$ cat src/sv/vstack_pkg.sv
// ----------------------------------------------------------------------------
// vstack_pkg
// Shared types and constants for the value stack with search and remove.
// ----------------------------------------------------------------------------
`timescale 1ns / 1ps

package vstack_pkg;

    localparam int STACK_DEPTH_DEF = 64;
    localparam int DATA_W          = 32;
    localparam int MODE_W          = 2;
    localparam int STATUS_W        = 2;
    localparam int COUNT_OUT_W     = 7;

    typedef enum logic [MODE_W-1:0] {
        OP_PUSH   = 2'd0,
        OP_POP    = 2'd1,
        OP_SEARCH = 2'd2,
        OP_REMOVE = 2'd3
    } op_t;

    typedef enum logic [STATUS_W-1:0] {
        ST_OK    = 2'd0,
        ST_EMPTY = 2'd1,
        ST_FULL  = 2'd2
    } status_t;

    typedef enum logic [2:0] {
        S_IDLE,
        S_EXEC,
        S_SCAN,
        S_FLUSH,
        S_DONE
    } state_t;

    // controller -> datapath
    typedef struct packed {
        logic capture;
        logic push;
        logic pop;
        logic set_empty;
        logic set_full;
        logic scan_clear;
        logic issue;
        logic commit;
        logic load_out;
    } ctrl_cmd_t;

    // datapath -> controller
    typedef struct packed {
        op_t  mode;
        logic empty;
        logic full;
        logic issue_last;
        logic out_free;
    } dp_sts_t;

endpackage

$ cat src/sv/value_stack_with_search_remove_unit.sv
// Bounded LIFO stack of signed 32-bit values with push, pop, search and
// remove-all-equal, one result per request. Entries live in a single
// write / single read memory of STACK_DEPTH words. Push and pop pass through
// the execute and done states; search and remove walk the held entries
// through the memory read port one per cycle, then a flush and a done state
// (straight to done on an empty stack), remove compacting survivors in
// place on the same walk. A finished result sits in an output register, so a
// new request is taken while the previous result is still stalled; a
// request finishing while that result is still held waits in its done state.
// entry_count shows the fill count in 7 bits.
// ----------------------------------------------------------------------------
// value_stack_with_search_remove_unit
// Top level: controller and datapath of the searchable value stack.
// ----------------------------------------------------------------------------
`timescale 1ns / 1ps

module value_stack_with_search_remove_unit
#(
    parameter int STACK_DEPTH = vstack_pkg::STACK_DEPTH_DEF
)
(
    input  logic                                    clk,
    input  logic                                    rst_n,
    input  logic                                    in_valid,
    output logic                                    in_stall,
    input  logic [vstack_pkg::MODE_W-1:0]           mode,
    input  logic signed [vstack_pkg::DATA_W-1:0]    value,
    output logic                                    out_valid,
    input  logic                                    out_stall,
    output logic signed [vstack_pkg::DATA_W-1:0]    popped_value,
    output logic                                    found,
    output logic [vstack_pkg::STATUS_W-1:0]         status,
    output logic [vstack_pkg::COUNT_OUT_W-1:0]      entry_count
);

    vstack_pkg::ctrl_cmd_t cmd;
    vstack_pkg::dp_sts_t   sts;

    vstack_ctrl u_ctrl
    (
        .clk      (clk),
        .rst_n    (rst_n),
        .in_valid (in_valid),
        .in_stall (in_stall),
        .sts      (sts),
        .cmd      (cmd)
    );

    vstack_dp #(
        .STACK_DEPTH (STACK_DEPTH)
    ) u_dp
    (
        .clk          (clk),
        .rst_n        (rst_n),
        .mode         (mode),
        .value        (value),
        .cmd          (cmd),
        .sts          (sts),
        .out_valid    (out_valid),
        .out_stall    (out_stall),
        .popped_value (popped_value),
        .found        (found),
        .status       (status),
        .entry_count  (entry_count)
    );

endmodule

$ cat src/sv/vstack_ctrl.sv
// ----------------------------------------------------------------------------
// vstack_ctrl
// Sequencer for push, pop and the search / remove walk over the store.
// ----------------------------------------------------------------------------
`timescale 1ns / 1ps

module vstack_ctrl
(
    input  logic                   clk,
    input  logic                   rst_n,
    input  logic                   in_valid,
    output logic                   in_stall,
    input  vstack_pkg::dp_sts_t    sts,
    output vstack_pkg::ctrl_cmd_t  cmd
);

    vstack_pkg::state_t state_reg;
    vstack_pkg::state_t state_next;

    always_ff @(posedge clk or negedge rst_n)
    begin
        if (!rst_n)
        begin
            state_reg <= vstack_pkg::S_IDLE;
        end
        else
        begin
            state_reg <= state_next;
        end
    end

    always_comb
    begin
        state_next = state_reg;
        unique case (state_reg)
            vstack_pkg::S_IDLE:
            begin
                if (in_valid)
                begin
                    state_next = vstack_pkg::S_EXEC;
                end
            end
            vstack_pkg::S_EXEC:
            begin
                if ((sts.mode == vstack_pkg::OP_SEARCH || sts.mode == vstack_pkg::OP_REMOVE)
                    && !sts.empty)
                begin
                    state_next = vstack_pkg::S_SCAN;
                end
                else
                begin
                    state_next = vstack_pkg::S_DONE;
                end
            end
            vstack_pkg::S_SCAN:
            begin
                if (sts.issue_last)
                begin
                    state_next = vstack_pkg::S_FLUSH;
                end
            end
            vstack_pkg::S_FLUSH:
            begin
                state_next = vstack_pkg::S_DONE;
            end
            vstack_pkg::S_DONE:
            begin
                if (sts.out_free)
                begin
                    state_next = vstack_pkg::S_IDLE;
                end
            end
            default:
            begin
                state_next = vstack_pkg::S_IDLE;
            end
        endcase
    end

    always_comb
    begin
        cmd      = '0;
        in_stall = 1'b1;
        unique case (state_reg)
            vstack_pkg::S_IDLE:
            begin
                in_stall    = 1'b0;
                cmd.capture = in_valid;
            end
            vstack_pkg::S_EXEC:
            begin
                unique case (sts.mode)
                    vstack_pkg::OP_PUSH:
                    begin
                        cmd.set_full = sts.full;
                        cmd.push     = !sts.full;
                    end
                    vstack_pkg::OP_POP:
                    begin
                        cmd.set_empty = sts.empty;
                        cmd.pop       = !sts.empty;
                    end
                    vstack_pkg::OP_SEARCH, vstack_pkg::OP_REMOVE:
                    begin
                        cmd.set_empty  = sts.empty;
                        cmd.scan_clear = !sts.empty;
                    end
                    default:
                    begin
                        cmd.set_empty = 1'b0;
                    end
                endcase
            end
            vstack_pkg::S_SCAN:
            begin
                cmd.issue = 1'b1;
            end
            vstack_pkg::S_FLUSH:
            begin
                // last entry is compared this cycle; count takes the kept total
                cmd.commit = (sts.mode == vstack_pkg::OP_REMOVE);
            end
            vstack_pkg::S_DONE:
            begin
                cmd.load_out = sts.out_free;
            end
            default:
            begin
                in_stall = 1'b1;
            end
        endcase
    end

endmodule

$ cat src/sv/vstack_dp.sv
// ----------------------------------------------------------------------------
// vstack_dp
// Store, fill count, scan pointers and the result register.
// ----------------------------------------------------------------------------
`timescale 1ns / 1ps

module vstack_dp
#(
    parameter int STACK_DEPTH = vstack_pkg::STACK_DEPTH_DEF
)
(
    input  logic                                    clk,
    input  logic                                    rst_n,
    input  logic [vstack_pkg::MODE_W-1:0]           mode,
    input  logic signed [vstack_pkg::DATA_W-1:0]    value,
    input  vstack_pkg::ctrl_cmd_t                   cmd,
    output vstack_pkg::dp_sts_t                     sts,
    output logic                                    out_valid,
    input  logic                                    out_stall,
    output logic signed [vstack_pkg::DATA_W-1:0]    popped_value,
    output logic                                    found,
    output logic [vstack_pkg::STATUS_W-1:0]         status,
    output logic [vstack_pkg::COUNT_OUT_W-1:0]      entry_count
);

    localparam int AW = $clog2(STACK_DEPTH);
    localparam int CW = $clog2(STACK_DEPTH + 1);

    logic [vstack_pkg::DATA_W-1:0] mem [STACK_DEPTH];

    vstack_pkg::op_t               op_mode_reg,  op_mode_next;
    logic [vstack_pkg::DATA_W-1:0] op_value_reg, op_value_next;
    logic [CW-1:0]                 count_reg,    count_next;
    logic [AW-1:0]                 idx_reg,      idx_next;
    logic [CW-1:0]                 kept_reg,     kept_next;
    logic                          found_reg,    found_next;
    vstack_pkg::status_t           res_status_reg, res_status_next;
    logic                          rd_vld_reg;
    logic [vstack_pkg::DATA_W-1:0] rd_data_reg;

    logic                                   out_valid_reg, out_valid_next;
    logic [vstack_pkg::DATA_W-1:0]          out_popped_reg;
    logic                                   out_found_reg;
    logic [vstack_pkg::STATUS_W-1:0]        out_status_reg;
    logic [vstack_pkg::COUNT_OUT_W-1:0]     out_count_reg;

    logic                          wr_en;
    logic [AW-1:0]                 wr_addr;
    logic [vstack_pkg::DATA_W-1:0] wr_data;
    logic                          rd_en;
    logic [AW-1:0]                 rd_addr;
    logic                          out_free;
    logic                          pop_ok;

    assign out_free = !out_valid_reg || !out_stall;
    assign pop_ok   = (op_mode_reg == vstack_pkg::OP_POP)
                      && (res_status_reg == vstack_pkg::ST_OK);

    always_comb
    begin
        sts.mode       = op_mode_reg;
        sts.empty      = (count_reg == '0);
        sts.full       = (count_reg == CW'(STACK_DEPTH));
        sts.issue_last = ((CW'(idx_reg) + CW'(1)) == count_reg);
        sts.out_free   = out_free;
    end

    always_comb
    begin
        op_mode_next    = op_mode_reg;
        op_value_next   = op_value_reg;
        count_next      = count_reg;
        idx_next        = idx_reg;
        kept_next       = kept_reg;
        found_next      = found_reg;
        res_status_next = res_status_reg;
        wr_en           = 1'b0;
        wr_addr         = '0;
        wr_data         = '0;
        rd_en           = 1'b0;
        rd_addr         = idx_reg;

        if (cmd.capture)
        begin
            op_mode_next    = vstack_pkg::op_t'(mode);
            op_value_next   = value;
            found_next      = 1'b0;
            res_status_next = vstack_pkg::ST_OK;
        end
        if (cmd.set_empty)
        begin
            res_status_next = vstack_pkg::ST_EMPTY;
        end
        if (cmd.set_full)
        begin
            res_status_next = vstack_pkg::ST_FULL;
        end
        if (cmd.push)
        begin
            wr_en      = 1'b1;
            wr_addr    = count_reg[AW-1:0];
            wr_data    = op_value_reg;
            count_next = count_reg + CW'(1);
        end
        if (cmd.pop)
        begin
            count_next = count_reg - CW'(1);
            rd_en      = 1'b1;
            rd_addr    = count_next[AW-1:0];
        end
        if (cmd.scan_clear)
        begin
            idx_next  = '0;
            kept_next = '0;
        end
        if (cmd.issue)
        begin
            rd_en    = 1'b1;
            rd_addr  = idx_reg;
            idx_next = idx_reg + AW'(1);
        end
        // compare the entry read last cycle; survivors slide down to kept
        if (rd_vld_reg)
        begin
            if (rd_data_reg == op_value_reg)
            begin
                found_next = 1'b1;
            end
            else if (op_mode_reg == vstack_pkg::OP_REMOVE)
            begin
                wr_en     = 1'b1;
                wr_addr   = kept_reg[AW-1:0];
                wr_data   = rd_data_reg;
                kept_next = kept_reg + CW'(1);
            end
        end
        if (cmd.commit)
        begin
            count_next = kept_next;
        end

        out_valid_next = out_valid_reg && out_stall;
        if (cmd.load_out)
        begin
            out_valid_next = 1'b1;
        end
    end

    always_ff @(posedge clk)
    begin
        if (wr_en)
        begin
            mem[wr_addr] <= wr_data;
        end
        if (rd_en)
        begin
            rd_data_reg <= mem[rd_addr];
        end
    end

    always_ff @(posedge clk)
    begin
        op_mode_reg    <= op_mode_next;
        op_value_reg   <= op_value_next;
        idx_reg        <= idx_next;
        kept_reg       <= kept_next;
        if (cmd.load_out)
        begin
            out_popped_reg <= pop_ok ? rd_data_reg : '0;
            out_found_reg  <= found_reg;
            out_status_reg <= res_status_reg;
            out_count_reg  <= vstack_pkg::COUNT_OUT_W'(count_reg);
        end
    end

    always_ff @(posedge clk or negedge rst_n)
    begin
        if (!rst_n)
        begin
            count_reg      <= '0;
            found_reg      <= 1'b0;
            res_status_reg <= vstack_pkg::ST_OK;
            rd_vld_reg     <= 1'b0;
            out_valid_reg  <= 1'b0;
        end
        else
        begin
            count_reg      <= count_next;
            found_reg      <= found_next;
            res_status_reg <= res_status_next;
            rd_vld_reg     <= cmd.issue;
            out_valid_reg  <= out_valid_next;
        end
    end

    assign out_valid    = out_valid_reg;
    assign popped_value = out_popped_reg;
    assign found        = out_found_reg;
    assign status       = out_status_reg;
    assign entry_count  = out_count_reg;

endmodule
$ cat config.mk
export PLATFORM = sky130hd
export DESIGN_NAME = value_stack_with_search_remove_unit
export DESIGN_NICKNAME = d
export VERILOG_FILES = /design/src/sv/vstack_pkg.sv /design/src/sv/value_stack_with_search_remove_unit.sv /design/src/sv/vstack_ctrl.sv /design/src/sv/vstack_dp.sv
export SDC_FILE = /design/constraint.sdc
export NUM_CORES = 2
export LEC_CHECK = 0
export ABC_AREA = 1
export BUFFER_PORTS_ARGS = -buffer_cell sky130_fd_sc_hd__buf_4
export CORE_ASPECT_RATIO = 0.75
export CORE_UTILIZATION = 35
export CTS_BUF_LIST = sky130_fd_sc_hd__clkbuf_4 sky130_fd_sc_hd__clkbuf_8
export CTS_CLUSTER_SIZE = 24
export DETAILED_ROUTE_END_ITERATION = 8
export HOLD_SLACK_MARGIN = 0.02
export PLACE_DENSITY = 0.57
export REMOVE_ABC_BUFFERS = 1
export SLEW_MARGIN = 15
export SYNTH_ARGS = -nofsm -noshare
export SYNTH_HDL_FRONTEND = slang
export SYNTH_SLANG_ARGS = --single-unit
$ cat constraint.sdc
create_clock -name clk -period 8.2 [get_ports clk]
set_input_delay 0 -clock clk [delete_from_list [all_inputs] [get_ports clk]]
set_output_delay 0 -clock clk [all_outputs]
set_load 0.005 [all_outputs]
* After elaboration in Yosys (flattened, before gate mapping)
Memory sizes are Yosys's and may differ from the RTL's. A register that Yosys moved wholly into a read port is not among the register bits. Index checks and enable logic that the tools add are counted.
Cells by class: $add $sub $neg 5, equal/unequal tests 13, muxes and demuxes 50, reduce and logical (&&, ||, !) cells 19
Operator list (number):
- $mux W32 | 4
- $mux W7 | 7
- $mux W6 | 8
- $eq A32 B32 Y1 | 1
- $mux W1 | 22
- $pmux W3 S5 | 1
- $add A7 B1 Y7 const B | 2
- $mux W3 | 4
- $add A6 B1 Y7 const B | 1
- $eq A7 B7 Y1 | 1
- $eq A7 B7 Y1 const B | 1
- $logic_not A7 Y1 | 1
- $sub A7 B1 Y7 const B | 1
- $add A6 B1 Y6 const B | 1
- $eq A3 B2 Y1 const B | 2
- $mux W2 | 3
- $reduce_bool A3 Y1 | 2
- $mux W5 | 1
- $eq A2 B2 Y1 const B | 2
- $logic_not A1 Y1 | 4
- $logic_not A2 Y1 | 2
- $ne A2 B2 Y1 const B | 2
- $eq A3 B1 Y1 const B | 1
- $eq A3 B3 Y1 const B | 1
- other kinds (9) | 12
Storage, ports and cells: memories kept 1, RAM bits 2048, register bits after elaboration 104, input bits 38
Memories:
- u_dp.mem | words 64, bits a word 32, rd ports 1, clocked after memory_dff 1, write ports 1, RTL line vstack_dp.sv:29 | logic [vstack_pkg::DATA_W-1:0] mem [STACK_DEPTH];

* Logic depth before layout (Yosys ltp)
depth after elaboration 10, mapped depth 18, depth with buffers taken out 16

* By module
A second synthesis with hierarchy kept.
Unflattened totals: cells, all modules 7599, area total of the unflattened synthesis 89306.9 um^2
By module, submodules not included:
- vstack_dp | area each 89065.4 um^2, cells each 7559, times used 1
- vstack_ctrl | area each 241.5 um^2, cells each 40, times used 1

* Worst setup path before layout
OpenSTA, ideal clock, no wires.
kind reg2reg, from register u_dp.op_value_reg[25] (netlist bit), to memory u_dp.mem[0][25] (netlist bit) (data pin), library setup time 0.702 ns, cell stages (with the launch flop) 11, path slack 3.612 ns, path buffers 2, arrival time 3.886 ns, clock period less this slack 4.588 ns, cells stage by stage edfxtp_1 -> or2_2 -> nand3_1 -> nor2_1 -> nand2_1 -> nor2_1 -> nand2_1 -> nand2_1 -> buf_2 -> clkbuf_1 -> o21ai_0
Between the ends: cells in the longest elaborated chain, start to end 4, elaborated cells between the ends (all ways) 5, those cells by class 1 x eq/ne; 4 x mux
RTL lines:
- start: declaration | RTL line vstack_dp.sv:32 | logic [vstack_pkg::DATA_W-1:0] op_value_reg, op_value_next;
- start signal: assignment | RTL line vstack_dp.sv:164 | op_value_reg <= op_value_next;
- branches (longest 3 deep; another with $eq A32 B32 Y1)
- $mux W32 (*) | RTL line vstack_dp.sv:123 | if (rd_vld_reg)
- via u_dp.wr_data (one bit) | RTL line vstack_dp.sv:49 | logic [vstack_pkg::DATA_W-1:0] wr_data;
- end: declaration | RTL line vstack_dp.sv:29
Mark *: on every way through the listed nets, which the timed path passes.

* Worst setup path in the final report
from register u_dp.rd_data_reg[5] (netlist bit), read port of u_dp.mem, to memory u_dp.mem[22][7] (netlist bit), enable pin
Between the ends: cells in the longest elaborated chain, start to end 5, elaborated cells between the ends (all ways) 7, those cells by class 1 x eq/ne; 6 x mux
RTL lines:
- start: declaration | RTL line vstack_dp.sv:39 | logic [vstack_pkg::DATA_W-1:0] rd_data_reg;
- $eq A32 B32 Y1 (*) | RTL line vstack_dp.sv:125 | if (rd_data_reg == op_value_reg)
- $mux W1 | RTL line vstack_dp.sv:125
- $mux W1 | RTL line vstack_dp.sv:123
- $mux W1 | RTL line vstack_dp.sv:151 | if (wr_en)
- $mux W1 (implied by the code) | RTL line vstack_dp.sv:153 | mem[wr_addr] <= wr_data;
Mark *: on every way between the ends. The rest lies on a longest branch, timed or not.

==> summary.md <==
| Metric | Value |
|---|---|
| Crit Reg-Reg Endpoint | `u_dp.mem[22][7]` |
| Clk slew on worst S/H paths | `0.08 ns` |
| CTS tree | `yes` |
| Final period util | `66.96%` |
| Biggest register | `u_dp.mem` |
| Chip width | `606.1 µm` |
| Row cnt | `165` |
| DPL Wire Length | `166,000 µm` |
| Yosys cell types | `43` |
| Vert. Die Dim | `455.1 µm` |
| RSZ-0062 raised after global routing | `no` |
| Initial antenna violation count | `16` |
| First-pass GRT wire length | `432,700 µm` |
| Worst-Skew Late Latency | `0.96 ns` |
| Hold Vio Cnt, Final | `0` |
| Util after Layout | `39.86%` |
| Port Buffer Count | `81` |
| Final wirelength | `298,700 µm` |
| Cell Area, Synth | `95,800 µm²` |
| Critical R2R Launch | `u_dp.rd_data_reg[5]` |
| HP Class | `input port to register` |
| R2R cell count | `15` |
| Most common cell in the netlist | `nand3_1` |
| Area Growth Syn to Fin | `12.70%` |
| Beginning of the critical path | `u_dp.rd_data_reg[5]` |
| Seq/Total Area, Yosys | `68.31%` |
| Reg-to-reg slack, setup | `2.71 ns` |
| Worst Hold Launch | `in_valid` |
| Final Skew | `0.06233 ns` |
| Gate count of the mapped netlist | `9,243` |
| Final Non-Filler Cells | `13.24k` |
| Placed insts | `12.58k` |
| Share of Yosys cell area claimed by the top area cell type | `67.77%` |
| Leakage | `45.44 nW` |
| ANT nets after route | `0` |
| Crit-path max cell delay | `1.13 ns` |
| Setup Viol. Count Final | `0` |
| Post-CTS setup buffers | `0` |
| Crit path max fanout | `19` |
| Worst path cell trace | `inv_1 -> or2_2 -> nand3_1 -> nor2_1 -> nand2_1 -> nor2_1 -> nand2_1 -> nand2_4 -> inv_1 -> nand2_1 -> nand2_1 -> inv_1 -> nand3_1 -> nor2_4 -> buf_4` |
| Core ar. | `270,900 µm²` |
| Vias in the first global route | `62.14k` |
| Status | `finished, final reports clean` |
| Fmax | `182.1 MHz` |
| Clk buf depth | `4` |
| TNS Setup | `0 ns` |
| CP Class | `register to register` |
| Iteration-0 DRC Markers | `8,233` |
| Total power draw | `0.03433 W` |
| Total die area | `275,800 µm²` |
| Gr usage total | `21.26%` |
| Hold WS | `0.2363 ns` |
| Largest register FFs | `2,048` |
| Max-slew violation count | `0` |
| Power Density | `318.0 nW/µm²` |
| Max-Cap Viols | `0` |
| Final nets | `9,447` |
| Ys async rst share | `0.6868%` |
| Largest net degree at the start of global routing | `173` |
| Final worst path period need | `5.490 ns` |
| Flops & latches, synth | `2,184` |
| Slew HR | `18.62%` |
| Synth warnings | `0` |
| Most area-hungry cell type in the Yosys netlist | `edfxtp_1` |
| Initial Utilization | `35.37%` |
| Num CTS Buffers | `332` |
| Clock Sink Count | `2,184` |
| Gr ovfl total | `0` |
| Top cells by count, synth | `nand3_1 (2,178), edfxtp_1 (2,162), nand2_1 (2,099)` |
| Routability congestion estimate | `0.8830` |
| Drt wl/cell | `22.57 µm` |
| Layout cells sized above 1 | `8.970%` |
| Most used cell, CP | `nand2_1` |
| Worst hold stages | `5` |
| Remaining DRCs | `0` |
| Synth top area cells | `edfxtp_1 (68%), nand3_1 (11%), nand2_1 (8.2%), inv_1 (7.8%), buf_2 (2.0%)` |
| IO Count | `82` |
| DR vias | `66.10k` |
| Startpoint Class | `register` |
| Drt first pass iters | `6` |
| DR vias/cell | `4.994` |
| Top_reg_cell synth | `edfxtp_1` |
| Post-CTS Resized | `0` |
| Slowest CP cell | `nor2_4` |
| CP arrival | `6.09 ns` |
| Number of flops mapped to enable cells by yosys | `2,162` |
| Maximum vdd ir drop | `0.3081 mV` |
| Worst path required time | `8.80 ns` |
| Clock root cell | `clkbuf_8` |
| Avg Cell Area, Syn | `10.36 µm²` |
| CP Capture Type | `register` |
| Hold path endpoint | `u_dp.res_status_reg[0]` |
| Number of H-tree levels | `5` |
| Worst Tran Pin Value | `1.216 ns` |
## where the power goes
| group | internal, W | leakage [nW] | switching (W) | total (W) |
|---|---|---|---|---|
| logic | 0.00296 | 21.9 | 0.00923 | 0.0122 |
| registers | 0.0131 | 20.3 | 0.000223 | 0.0133 |
| clock network | 0.00449 | 3.27 | 0.00432 | 0.00881 |
| total | 0.0206 | 45.4 | 0.0138 | 0.0343 |
## kinds of logic after synthesis
| family | count (synthesis) | synth area share, % |
|---|---|---|
| flip-flops | 2184 | 68.31 |
| buffers and inverters | 2483 | 10.38 |
| adder cells (fa/ha/maj) | 4 | 0.05224 |
| AND/OR/NAND/NOR | 4461 | 20.50 |
| XOR/XNOR | 37 | 0.3383 |
| AO/OA/AOI/OAI | 74 | 0.4218 |
## final cells by class
cell class,instances,area [µm²]
flip-flops and latches,2184,65440
multi-input cells,4576,21400
repair buffers,306,2920
fillers,26110,162900
clock buffers,446,5488
inverters,2005,7540
diodes,2,5.005
well taps,3590,4492
clock inverters,126,688.2
## critical path: cells and delay by family, from the launching register on
family | cells | cell delay (ns)
buf+inv | 4 | 1.14
simple gates | 11 | 3.64
flops | 1 | 0.37
## how the worst max path moves through the flow
stage                      endpoint  depth (start not counted)
2_1_floorplan  u_dp.rd_data_reg[16]                         14
3_3_place_gp       u_dp.mem[22][29]                         14
3_5_place_dp        u_dp.mem[22][6]                         15
4_1_cts             u_dp.mem[22][7]                         15
5_1_grt            u_dp.mem[22][12]                         15
6_report            u_dp.mem[22][7]                         15
## placed cells by master (no fill, tap or decap), drive strengths merged, types with 2 or more instances in the layout
master and instances:
xor2 12, clkinvlp 8, o21ai 43, clkbuf 446
nor2 151, buf 231, or2 7, inv 2006
a21oi 17, dfxtp 7, a31oi 3, nand4 5
xnor2 25, dlygate4sd3 75, nand3 2180, edfxtp 2162
diode 2, dfrtp 15, ha 4, nand2 2106
o22ai 7, nor3 9, o31ai 2, clkinv 112
bufinv 5
## what timing repair did
action,in CTS,in global routing
hold buffers,75,0
hold endpoints to repair,100,0
endpoints found under the setup margin,0,0
## routing by layer
| layer | routed length (µm) | vias up | track usage, % |
|---|---|---|---|
| met5 | 11 | - | 0 |
| met4 | 10060 | 2 | 7.201 |
| met3 | 28820 | 507 | 4.277 |
| met2 | 131200 | 3167 | 32.15 |
| met1 | 128600 | 32060 | 30.46 |
| li1 | - | 30360 | - |
## metrics by stage
| stage | setup slack [ns] | instance area (µm²) |
|---|---|---|
| finish | 2.710 | 108000 |
| global route | 2.621 | 108000 |
| CTS | 2.750 | 107900 |
| detailed placement | 2.761 | 100900 |
| global placement | 2.664 | 100800 |
| floorplan | -3.986 | 93380 |
Power figures use the tool's default switching activity.
